[config.mk]
export PLATFORM = sky130hd
export DESIGN_NAME = return_sign_entropy_core
export DESIGN_NICKNAME = d
export VERILOG_FILES = /design/src/rtl/core/rse_pkg.sv /design/src/rtl/core/return_sign_entropy_core.sv
export SDC_FILE = /design/constraint.sdc
export NUM_CORES = 2
export LEC_CHECK = 0
export BUFFER_PORTS_ARGS = -buffer_cell sky130_fd_sc_hd__buf_2
export CORE_ASPECT_RATIO = 0.9
export CORE_MARGIN = 2
export CORE_UTILIZATION = 30
export DETAILED_ROUTE_END_ITERATION = 12
export PLACE_DENSITY = 0.52
export SLEW_MARGIN = 20
export SYNTH_ARGS = -nofsm -noshare
export SYNTH_HDL_FRONTEND = slang
export SYNTH_SLANG_ARGS = --single-unit
export TNS_END_PERCENT = 1
[constraint.sdc]
create_clock -name clk -period 15.48 [get_ports clk]
set_input_delay 3.87 -clock clk [delete_from_list [all_inputs] [get_ports clk]]
set_output_delay 3.87 -clock clk [all_outputs]
set_load 0.01 [all_outputs]
[src/rtl/core/rse_pkg.sv]
`timescale 1ns / 1ps

package rse_pkg;

  localparam int PRICE_W       = 32;
  localparam int CNT_W         = 17;
  localparam int TOT_W         = CNT_W + 2;
  localparam int LOG_FRAC_BITS = 16;
  localparam int EXP_W         = 5;
  localparam int LOG_W         = EXP_W + LOG_FRAC_BITS;
  localparam int MANT_BITS     = 30;
  localparam int MANT_W        = MANT_BITS + 1;
  localparam int MUL_W         = MANT_W;
  localparam int PROD_W        = TOT_W + LOG_W;
  localparam int SUM_W         = PROD_W + 2;
  localparam int ENT_FRAC      = 16;
  localparam int ENT_W         = ENT_FRAC + 1;
  localparam int QUO_W         = ENT_W + 1;
  localparam int DIV_W         = PROD_W + QUO_W;
  localparam int STEP_W        = 5;

  localparam logic [CNT_W-1:0] COUNT_MAX = {CNT_W{1'b1}};
  localparam logic [ENT_W-1:0] ENT_ONE   = ENT_W'(1) << ENT_FRAC;

  typedef struct packed {
    logic signed [PRICE_W-1:0] price;
    logic                      price_missing;
    logic                      series_end;
  } sample_t;

  typedef struct packed {
    logic [ENT_W-1:0] entropy;
    logic             entropy_defined;
  } result_t;

endpackage

[src/rtl/core/return_sign_entropy_core.sv]
`timescale 1ns / 1ps

// sample beats without series_end leave sample_ready high
// a series_end beat holds sample_ready low for the finalize, which also waits for
// result_ready while an earlier result is still pending
// the finalize uses one shared 31x31 multiplier (16 squarings per log2, up to five
// logs) and an 18-step restoring divider
// rst is synchronous active high: counts and previous sample cleared, no result pending
module return_sign_entropy_core (
  input  logic             clk,
  input  logic             rst,
  input  logic             sample_valid,
  output logic             sample_ready,
  input  rse_pkg::sample_t sample,
  output logic             result_valid,
  input  logic             result_ready,
  output rse_pkg::result_t result
);

  localparam logic [3:0] ST_IDLE = 4'd0;
  localparam logic [3:0] ST_KCHK = 4'd1;
  localparam logic [3:0] ST_LOGI = 4'd2;
  localparam logic [3:0] ST_LOGS = 4'd3;
  localparam logic [3:0] ST_MUL  = 4'd4;
  localparam logic [3:0] ST_ACC  = 4'd5;
  localparam logic [3:0] ST_DEN  = 4'd6;
  localparam logic [3:0] ST_NUM  = 4'd7;
  localparam logic [3:0] ST_SAT  = 4'd8;
  localparam logic [3:0] ST_DIV  = 4'd9;
  localparam logic [3:0] ST_DONE = 4'd10;

  localparam logic [2:0] OP_DOWN  = 3'd0;
  localparam logic [2:0] OP_FLAT  = 3'd1;
  localparam logic [2:0] OP_UP    = 3'd2;
  localparam logic [2:0] OP_TOTAL = 3'd3;
  localparam logic [2:0] OP_THREE = 3'd4;

  logic [3:0]                           state;
  logic signed [rse_pkg::PRICE_W-1:0]   prev_price;
  logic                                 prev_missing;
  logic                                 have_prev;
  logic [rse_pkg::CNT_W-1:0]            down_count;
  logic [rse_pkg::CNT_W-1:0]            flat_count;
  logic [rse_pkg::CNT_W-1:0]            up_count;

  logic [2:0]                           idx;
  logic [1:0]                           kcnt;
  logic                                 defined;
  logic [rse_pkg::STEP_W-1:0]           step;
  logic [rse_pkg::EXP_W-1:0]            exp_r;
  logic [rse_pkg::LOG_FRAC_BITS-1:0]    frac;
  logic [rse_pkg::MANT_W-1:0]           mant;
  logic [rse_pkg::PROD_W-1:0]           prod;
  logic [rse_pkg::SUM_W-1:0]            sum;
  logic [rse_pkg::PROD_W-1:0]           whole;
  logic [rse_pkg::LOG_W-1:0]            lk;
  logic [rse_pkg::PROD_W-1:0]           den;
  logic [rse_pkg::DIV_W-1:0]            rem;
  logic [rse_pkg::DIV_W-1:0]            dsh;
  logic [rse_pkg::QUO_W-1:0]            quo;

  logic                                 pair_ok;
  logic                                 cur_gt;
  logic                                 cur_lt;
  logic                                 is_up;
  logic                                 is_down;
  logic [rse_pkg::TOT_W-1:0]            total;
  logic [1:0]                           kc;
  logic [rse_pkg::TOT_W-1:0]            x_sel;
  logic [rse_pkg::EXP_W-1:0]            x_exp;
  logic [rse_pkg::MUL_W-1:0]            mul_a;
  logic [rse_pkg::MUL_W-1:0]            mul_b;
  logic [2*rse_pkg::MUL_W-1:0]          mul_p;
  logic [rse_pkg::MANT_W:0]             sq;
  logic [rse_pkg::LOG_FRAC_BITS-1:0]    frac_next;
  logic [rse_pkg::SUM_W-1:0]            diff;
  logic [rse_pkg::PROD_W-1:0]           num;
  logic                                 div_ge;
  logic [rse_pkg::ENT_W-1:0]            ent;

  assign sample_ready = (state == ST_IDLE);

  // sign of the return times sign of the previous price
  assign pair_ok = have_prev && !prev_missing && !sample.price_missing && (prev_price != '0);
  assign cur_gt  = sample.price > prev_price;
  assign cur_lt  = sample.price < prev_price;
  assign is_up   = prev_price[rse_pkg::PRICE_W-1] ? cur_lt : cur_gt;
  assign is_down = prev_price[rse_pkg::PRICE_W-1] ? cur_gt : cur_lt;

  assign total = rse_pkg::TOT_W'(down_count) + rse_pkg::TOT_W'(flat_count)
               + rse_pkg::TOT_W'(up_count);
  assign kc = 2'(down_count != '0) + 2'(flat_count != '0) + 2'(up_count != '0);

  always_comb begin
    unique case (idx)
      OP_DOWN:  x_sel = rse_pkg::TOT_W'(down_count);
      OP_FLAT:  x_sel = rse_pkg::TOT_W'(flat_count);
      OP_UP:    x_sel = rse_pkg::TOT_W'(up_count);
      OP_TOTAL: x_sel = total;
      default:  x_sel = rse_pkg::TOT_W'(3);
    endcase
  end

  // integer part of log2: index of the leading one
  always_comb begin
    x_exp = '0;
    for (int i = 0; i < rse_pkg::TOT_W; i++) begin
      if (x_sel[i]) x_exp = rse_pkg::EXP_W'(i);
    end
  end

  // shared multiplier
  always_comb begin
    unique case (state)
      ST_MUL: begin
        mul_a = rse_pkg::MUL_W'(x_sel);
        mul_b = rse_pkg::MUL_W'({exp_r, frac});
      end
      ST_DEN: begin
        mul_a = rse_pkg::MUL_W'(total);
        mul_b = rse_pkg::MUL_W'(lk);
      end
      default: begin
        mul_a = mant;
        mul_b = mant;
      end
    endcase
  end

  assign mul_p     = mul_a * mul_b;
  assign sq        = mul_p[rse_pkg::MANT_BITS +: rse_pkg::MANT_W + 1];
  assign frac_next = {frac[rse_pkg::LOG_FRAC_BITS-2:0], sq[rse_pkg::MANT_W]};

  assign diff   = rse_pkg::SUM_W'(whole) - sum;
  assign num    = diff[rse_pkg::SUM_W-1] ? '0 : diff[rse_pkg::PROD_W-1:0];
  assign div_ge = rem >= dsh;
  assign ent    = (quo > rse_pkg::QUO_W'(rse_pkg::ENT_ONE)) ? rse_pkg::ENT_ONE
                : quo[rse_pkg::ENT_W-1:0];

  always_ff @(posedge clk) begin
    if (rst) begin
      state        <= ST_IDLE;
      result_valid <= 1'b0;
      prev_price   <= '0;
      prev_missing <= 1'b1;
      have_prev    <= 1'b0;
      down_count   <= '0;
      flat_count   <= '0;
      up_count     <= '0;
    end else begin
      if (result_valid && result_ready && (state != ST_DONE)) result_valid <= 1'b0;

      unique case (state)
        ST_IDLE: begin
          if (sample_valid) begin
            if (pair_ok) begin
              if (is_up) begin
                if (up_count != rse_pkg::COUNT_MAX) up_count <= up_count + 1'b1;
              end else if (is_down) begin
                if (down_count != rse_pkg::COUNT_MAX) down_count <= down_count + 1'b1;
              end else begin
                if (flat_count != rse_pkg::COUNT_MAX) flat_count <= flat_count + 1'b1;
              end
            end
            prev_price   <= sample.price;
            prev_missing <= sample.price_missing;
            have_prev    <= 1'b1;
            if (sample.series_end) state <= ST_KCHK;
          end
        end
        ST_KCHK: begin
          if (kc < 2'd2) begin
            defined <= 1'b0;
            quo     <= '0;
            state   <= ST_DONE;
          end else begin
            defined <= 1'b1;
            kcnt    <= kc;
            idx     <= OP_DOWN;
            sum     <= '0;
            state   <= ST_LOGI;
          end
        end
        ST_LOGI: begin
          exp_r <= x_exp;
          frac  <= '0;
          mant  <= rse_pkg::MANT_W'(x_sel) << (rse_pkg::EXP_W'(rse_pkg::MANT_BITS) - x_exp);
          step  <= rse_pkg::STEP_W'(rse_pkg::LOG_FRAC_BITS - 1);
          state <= ST_LOGS;
        end
        ST_LOGS: begin
          // square the mantissa, take a bit when it reaches 2.0
          frac <= frac_next;
          mant <= sq[rse_pkg::MANT_W] ? sq[rse_pkg::MANT_W:1] : sq[rse_pkg::MANT_W-1:0];
          step <= step - 1'b1;
          if (step == '0) begin
            if (idx == OP_THREE) begin
              lk    <= {exp_r, frac_next};
              state <= ST_DEN;
            end else begin
              state <= ST_MUL;
            end
          end
        end
        ST_MUL: begin
          prod  <= mul_p[rse_pkg::PROD_W-1:0];
          state <= ST_ACC;
        end
        ST_ACC: begin
          if (idx == OP_TOTAL) begin
            whole <= prod;
            if (kcnt == 2'd3) begin
              idx   <= OP_THREE;
              state <= ST_LOGI;
            end else begin
              lk    <= rse_pkg::LOG_W'(1) << rse_pkg::LOG_FRAC_BITS;
              state <= ST_DEN;
            end
          end else begin
            sum   <= sum + rse_pkg::SUM_W'(prod);
            idx   <= idx + 1'b1;
            state <= ST_LOGI;
          end
        end
        ST_DEN: begin
          den   <= mul_p[rse_pkg::PROD_W-1:0];
          state <= ST_NUM;
        end
        ST_NUM: begin
          rem   <= rse_pkg::DIV_W'({num, {rse_pkg::ENT_FRAC{1'b0}}});
          state <= ST_SAT;
        end
        ST_SAT: begin
          // quotient too large for the divider width saturates outright
          if (rem >= {den, {rse_pkg::QUO_W{1'b0}}}) begin
            quo   <= rse_pkg::QUO_W'(rse_pkg::ENT_ONE);
            state <= ST_DONE;
          end else begin
            quo   <= '0;
            dsh   <= {1'b0, den, {(rse_pkg::QUO_W-1){1'b0}}};
            step  <= rse_pkg::STEP_W'(rse_pkg::QUO_W - 1);
            state <= ST_DIV;
          end
        end
        ST_DIV: begin
          if (div_ge) rem <= rem - dsh;
          quo  <= {quo[rse_pkg::QUO_W-2:0], div_ge};
          dsh  <= dsh >> 1;
          step <= step - 1'b1;
          if (step == '0) state <= ST_DONE;
        end
        ST_DONE: begin
          if (!result_valid || result_ready) begin
            result_valid           <= 1'b1;
            result.entropy         <= ent;
            result.entropy_defined <= defined;
            prev_price             <= '0;
            prev_missing           <= 1'b1;
            have_prev              <= 1'b0;
            down_count             <= '0;
            flat_count             <= '0;
            up_count               <= '0;
            state                  <= ST_IDLE;
          end
        end
        default: state <= ST_IDLE;
      endcase
    end
  end

  a_nan_zero: assert property (@(posedge clk) disable iff (rst)
    result_valid && !result.entropy_defined |-> result.entropy == '0)
    else $error("undefined entropy result carries a nonzero value");

  a_ent_range: assert property (@(posedge clk) disable iff (rst)
    result_valid |-> result.entropy <= rse_pkg::ENT_ONE)
    else $error("entropy above 1.0");

  a_plain_beat: assert property (@(posedge clk) disable iff (rst)
    sample_valid && sample_ready && !sample.series_end |=> state == ST_IDLE)
    else $error("finalize started without series end");

  a_div_bound: assert property (@(posedge clk) disable iff (rst)
    state == ST_DIV |-> {1'b0, rem} < {dsh, 1'b0})
    else $error("divider remainder out of range");

endmodule

* Yosys cells after proc, flatten, opt, wreduce, memory -nomap -nowiden *
Index checks and enable logic that the tools add are counted.

word-level totals
  bits in registers = 488
  logic and storage cells = 224

operators by class
  shift-type cells = 1
  order comparisons = 6
  add/sub/neg operators = 13
  equality and inequality tests = 41
  mux-type cells = 90
  bitwise logic cells = 2
  multiply operators = 1
  reductions and logical operators = 45

operators by type and width
  kind                                            number
  2-to-1 mux 17 bit                               16
  one-hot mux 58 bit (2 select lines)             2
  one-hot mux 31 bit (2 select lines)             3
  >= comparator 58 bit                            2
  2-to-1 mux 58 bit                               2
  one-hot mux 17 bit (2 select lines)             3
  2-to-1 mux 5 bit                                18
  2-to-1 mux 21 bit                               4
  2-to-1 mux 42 bit                               2
  one-hot mux 42 bit (2 select lines)             1
  one-hot mux 19 bit (4 select lines)             1
  2-to-1 mux 32 bit                               2
  one-hot mux 32 bit (2 select lines)             1
  multiplier 31 x 31 -> 62 bit                    1
  subtractor 58 bit                               1
  one-hot mux 18 bit (3 select lines)             1
  adder 17 x 1 -> 17 bit (second input constant)  3
  != test 17 bit (second input constant)          3
  nonzero test 17 bit                             3
  one-hot mux 4 bit (11 select lines)             1
  adder 42 x 40 -> 42 bit                         1
  one-hot mux 21 bit (2 select lines)             1
  subtractor 40 x 42 -> 42 bit                    1
  2-to-1 mux 40 bit                               1
  other kinds (51)                                125

* Depth between registers and ports, before layout *
  depth in word-level cells = 24
  mapped depth = 47
  gate-level depth less buffers = 45

* Worst setup path after synthesis *
Ideal clock, no wire load.

  path kind = input port to flip-flop
  from = in rst
  to = reg step[0] in the netlist's numbering (enable)
  data arrival time = 14.106 ns
  required time = 15.144 ns
  stages on the path = 3
  slack = 1.038 ns
  buffers on the path = 1
  cell sequence = clkbuf_1 a2111oi_0 or2_2

between the ends
  cells in the longest elaborated chain, start to end = 2

ends and longest elaborated chain
  element                        line                             text
  start: declaration             return_sign_entropy_core.sv:11   input logic rst,
  NOT 1 bit (no line)            --
  AND reduction 3 bit (no line)  --
  end signal: assignment         return_sign_entropy_core.sv:188  step <= rse_pkg::STEP_W'(rse_pkg::LOG_FRAC_BITS - 1);
  end signal: assignment         return_sign_entropy_core.sv:195  step <= step - 1'b1;
  end signal: assignment         return_sign_entropy_core.sv:241  step <= rse_pkg::STEP_W'(rse_pkg::QUO_W - 1);
  end: declaration               return_sign_entropy_core.sv:49   logic [rse_pkg::STEP_W-1:0] step;

No other way between the ends.
A chain may end at the register's enable or synchronous reset.

* Final worst setup path *
  from = reg down_count[1] in the netlist's numbering
  to = reg mant[25] in the netlist's numbering, data pin

between the ends
  cells in the longest elaborated chain, start to end = 24

ends and longest elaborated chain
  element                                  line                             text
  start: declaration                       return_sign_entropy_core.sv:42   logic [rse_pkg::CNT_W-1:0] down_count;
  start signal: assignment                 return_sign_entropy_core.sv:160  if (down_count != rse_pkg::COUNT_MAX) down_count <= down_count + 1'b1;
  adder 17 x 17 -> 18 bit                  return_sign_entropy_core.sv:90   assign total = rse_pkg::TOT_W'(down_count) + rse_pkg::TOT_W'(flat_count)
  adder 18 x 17 -> 19 bit                  return_sign_entropy_core.sv:91   + rse_pkg::TOT_W'(up_count);
  one-hot mux 19 bit (4 select lines)      return_sign_entropy_core.sv:95   unique case (idx)
  2-to-1 mux 1 bit                         return_sign_entropy_core.sv:108  if (x_sel[i]) x_exp = rse_pkg::EXP_W'(i);
  2-to-1 mux 5 bit (17 in a row)           return_sign_entropy_core.sv:108
  subtractor 5 bit                         return_sign_entropy_core.sv:187  mant <= rse_pkg::MANT_W'(x_sel) << (rse_pkg::EXP_W'(rse_pkg::MANT_BITS) - x_exp);
  << shifter 19 x 5 -> 31 bit              return_sign_entropy_core.sv:187
  one-hot mux 31 bit (2 select lines) (*)  return_sign_entropy_core.sv:153  unique case (state)
  end signal: assignment                   return_sign_entropy_core.sv:187
  end signal: assignment                   return_sign_entropy_core.sv:194  mant <= sq[rse_pkg::MANT_W] ? sq[rse_pkg::MANT_W:1] : sq[rse_pkg::MANT_W-1:0];
  end: declaration                         return_sign_entropy_core.sv:52   logic [rse_pkg::MANT_W-1:0] mant;

Mark *: on every way between the ends. The rest lies on a longest branch, timed or not.

==> summary.txt <==
status: finished clean
CP Launch Type: flop
Most used DFF post-synth: edfxtp_1
slowest CP cell: o21ai_2
Worst-Margin Slew: 1.21 ns
GRT Overall Usage: 19.0%
Post-CTS Resized: 0
CTS Buffer Depth: 3
drt via density: 5.09
Final min period: 13.20 ns
largest net degree at the start of global routing: 97
# Max-Cap Violations: 0
CP required: 15.87 ns
Post CTS Setup Buffer Count: 0
Sequential Area: 0.0137 mm²
first-pass GRT wire length: 306 mm
#FFs+latches synth: 487
Slew Limit Headroom: 19.3%
starting density of the core: 30.3%
Synthesis Warnings: 0
Final Hold Fails: 0
average instance area after synthesis: 9.14 µm²
max-slew violation count: 0
num ports: 58
Diodes inserted: 0
initial antenna violation count: 8
WP buf/inv: 7
Final Skew: 0.0511 ns
die height: 434 µm
endpoints failing setup: 0
Reg2Reg Setup Slack: 2.28 ns
Syn Inst Count: 6754
DRC: 0
DR vias: 47951
H-tree depth: 2
vias in the first global route: 49577
synthesis-to-finish area growth: 8.55%
GP Congestion: 0.953
CTS tree: built
Netlist cell types: 96
FILL cells: 21288
CP Capture Type: flop
TritonCTS Buffers: 52
worst skew pair latency: 0.65 ns
met2 wire len: 90.6 mm
DR pass1 iterations: 7
met3 wire len: 11.5 mm
core box area: 0.204 mm²
IO buf count: 57
CP top delay family: adder cells
share of layout cells above drive strength 1: 5.18%
Setup CP Type: flop to flop
Post-CTS Hold Fix Bufs: 0
post-route ant nets: 0
RSZ-0062 raised after global routing: false
Post-synth ARST share: 0%
M1 wire length: 91.7 mm
max layer used: met5
root buffer cell: clkbuf_16
Overflow after GRT: 0
post-synthesis sequential area ratio: 22.2%
WL/cell: 21.2 µm
maximum fanout along the worst path: 23
Die Width: 482 µm
Multi-input gate area: 0.0426 mm²
Iter 0 DRT Violations: 3930
Clock Sink Count: 487
EDFF count, synth: 397
crit path DAT: 13.58 ns
Worst path max stage delay: 0.89 ns
hpwl dp: 156 mm
cell row count: 157
Setup TNS: 0 ns
most used cell, CP: fa_1
hold crit path type: flop to flop
nets@finish: 8053
fin crit share: 85.3%
synthesized area: 0.0617 mm²
die area: 0.209 mm²
Post-Route WL: 200 mm
Net Count, Synth: 8128
Fmax: 75.8 MHz
CTS clk-pin slew, worst paths: 0.07 ns
## area by class of cell
cell class | count | share of cell area [%]
tap | 2703 | 5.05
inverter | 1180 | 6.62
clock inverter | 31 | 0.486
multi-input combinational | 4791 | 63.6
sequential | 487 | 20.5
timing repair buffer | 167 | 1.66
clock buffer | 66 | 2.10
## per-layer routing
layer  up-vias  track usage (%)
met5         -                0
met4         4             5.00
met3       294             2.47
met2      1373             30.5
met1     24302             26.9
li1      21978                -
## kinds of logic (layout without fill, tap and decap cells)
kind of cell	Yosys count	count (layout)	synth area share, %
AND/OR/NAND/NOR	2019	2019	14.7
buffers and inverters	1476	1444	9.01
adder cells (fa/ha/maj)	1336	1336	37.3
AO/OA/AOI/OAI	1125	1125	12.0
flip-flops	487	487	22.2
XOR/XNOR	235	235	3.36
multiplexers	76	76	1.35
## worst paths after layout
path / cells after the start / endpoint / startpoint
worst max register to register: 39 / mant[25] / down_count[1]
worst min register to register: 0 / whole[22] / prod[22]
worst max-delay path: 39 / mant[25] / down_count[1]
worst min-delay path: 0 / whole[22] / prod[22]
## cells in the mapped netlist, types with 114 or more instances
cell,instances,area (µm²)
a21o_1,149,1120
a21oi_1,288,1440
clkbuf_1,283,1060
edfxtp_1,397,11900
fa_1,843,16900
ha_1,493,6170
inv_1,1176,4410
nand2_1,760,2850
nand3_1,114,571
nor2_1,592,2220
o21ai_0,201,1010
xnor2_1,142,1240
## through the flow
step | hold WS [ns] | util, % | cells | worst slack, ns | area [µm²]
floorplan | 0.400 | - | 6754 | 1.04 | 61700
global placement | 0.442 | 32.0 | 9328 | 2.73 | 65200
detailed placement | 0.447 | 32.0 | 9328 | 2.58 | 65200
CTS | 0.438 | 32.8 | 9425 | 2.59 | 67000
global route | 0.476 | 32.8 | 9425 | 1.65 | 67000
finish | 0.462 | 32.8 | 9425 | 2.28 | 67000
## placed cells by master (no fill, tap or decap), types with 15 or more instances in the layout
cell type	netlist	routed
or2_2	21	21
a21o_1	149	149
a31oi_1	38	38
o22ai_1	50	50
and3_1	104	104
xnor2_1	142	140
o211ai_1	22	22
nor2b_1	63	63
nor3_1	83	79
o31ai_1	16	15
o21bai_1	36	36
a211oi_1	35	35
nor4_1	46	45
and2_1	63	62
dfxtp_1	90	90
o21ai_0	201	191
a22oi_1	16	16
nand2_1	760	758
nand2b_1	51	51
or3_1	25	25
buf_2	1	57
a21oi_1	288	286
nand4_1	47	47
o21a_1	72	72
ha_1	493	493
buf_4	2	110
clkbuf_16	0	53
mux2i_1	58	58
o21ai_1	22	27
fa_1	843	843
xor2_1	91	90
nor2_1	592	583
nand3_1	114	113
inv_1	1176	1175
edfxtp_1	397	397
## flip-flops by register name (all words and copies together), names as in the netlist, 4 cells and up
signal      flops
up_count       17
down_count     17
prod           40
dsh            57
flat_count     17
whole          40
lk             21
den            40
step            5
frac           16
sum            42
quo            18
prev_price     32
rem            58
mant           31
exp_r           5
result         18
state           4
Power is not shown: default switching activity piles up to over one toggle a cycle in this logic, so the estimate is an artifact.
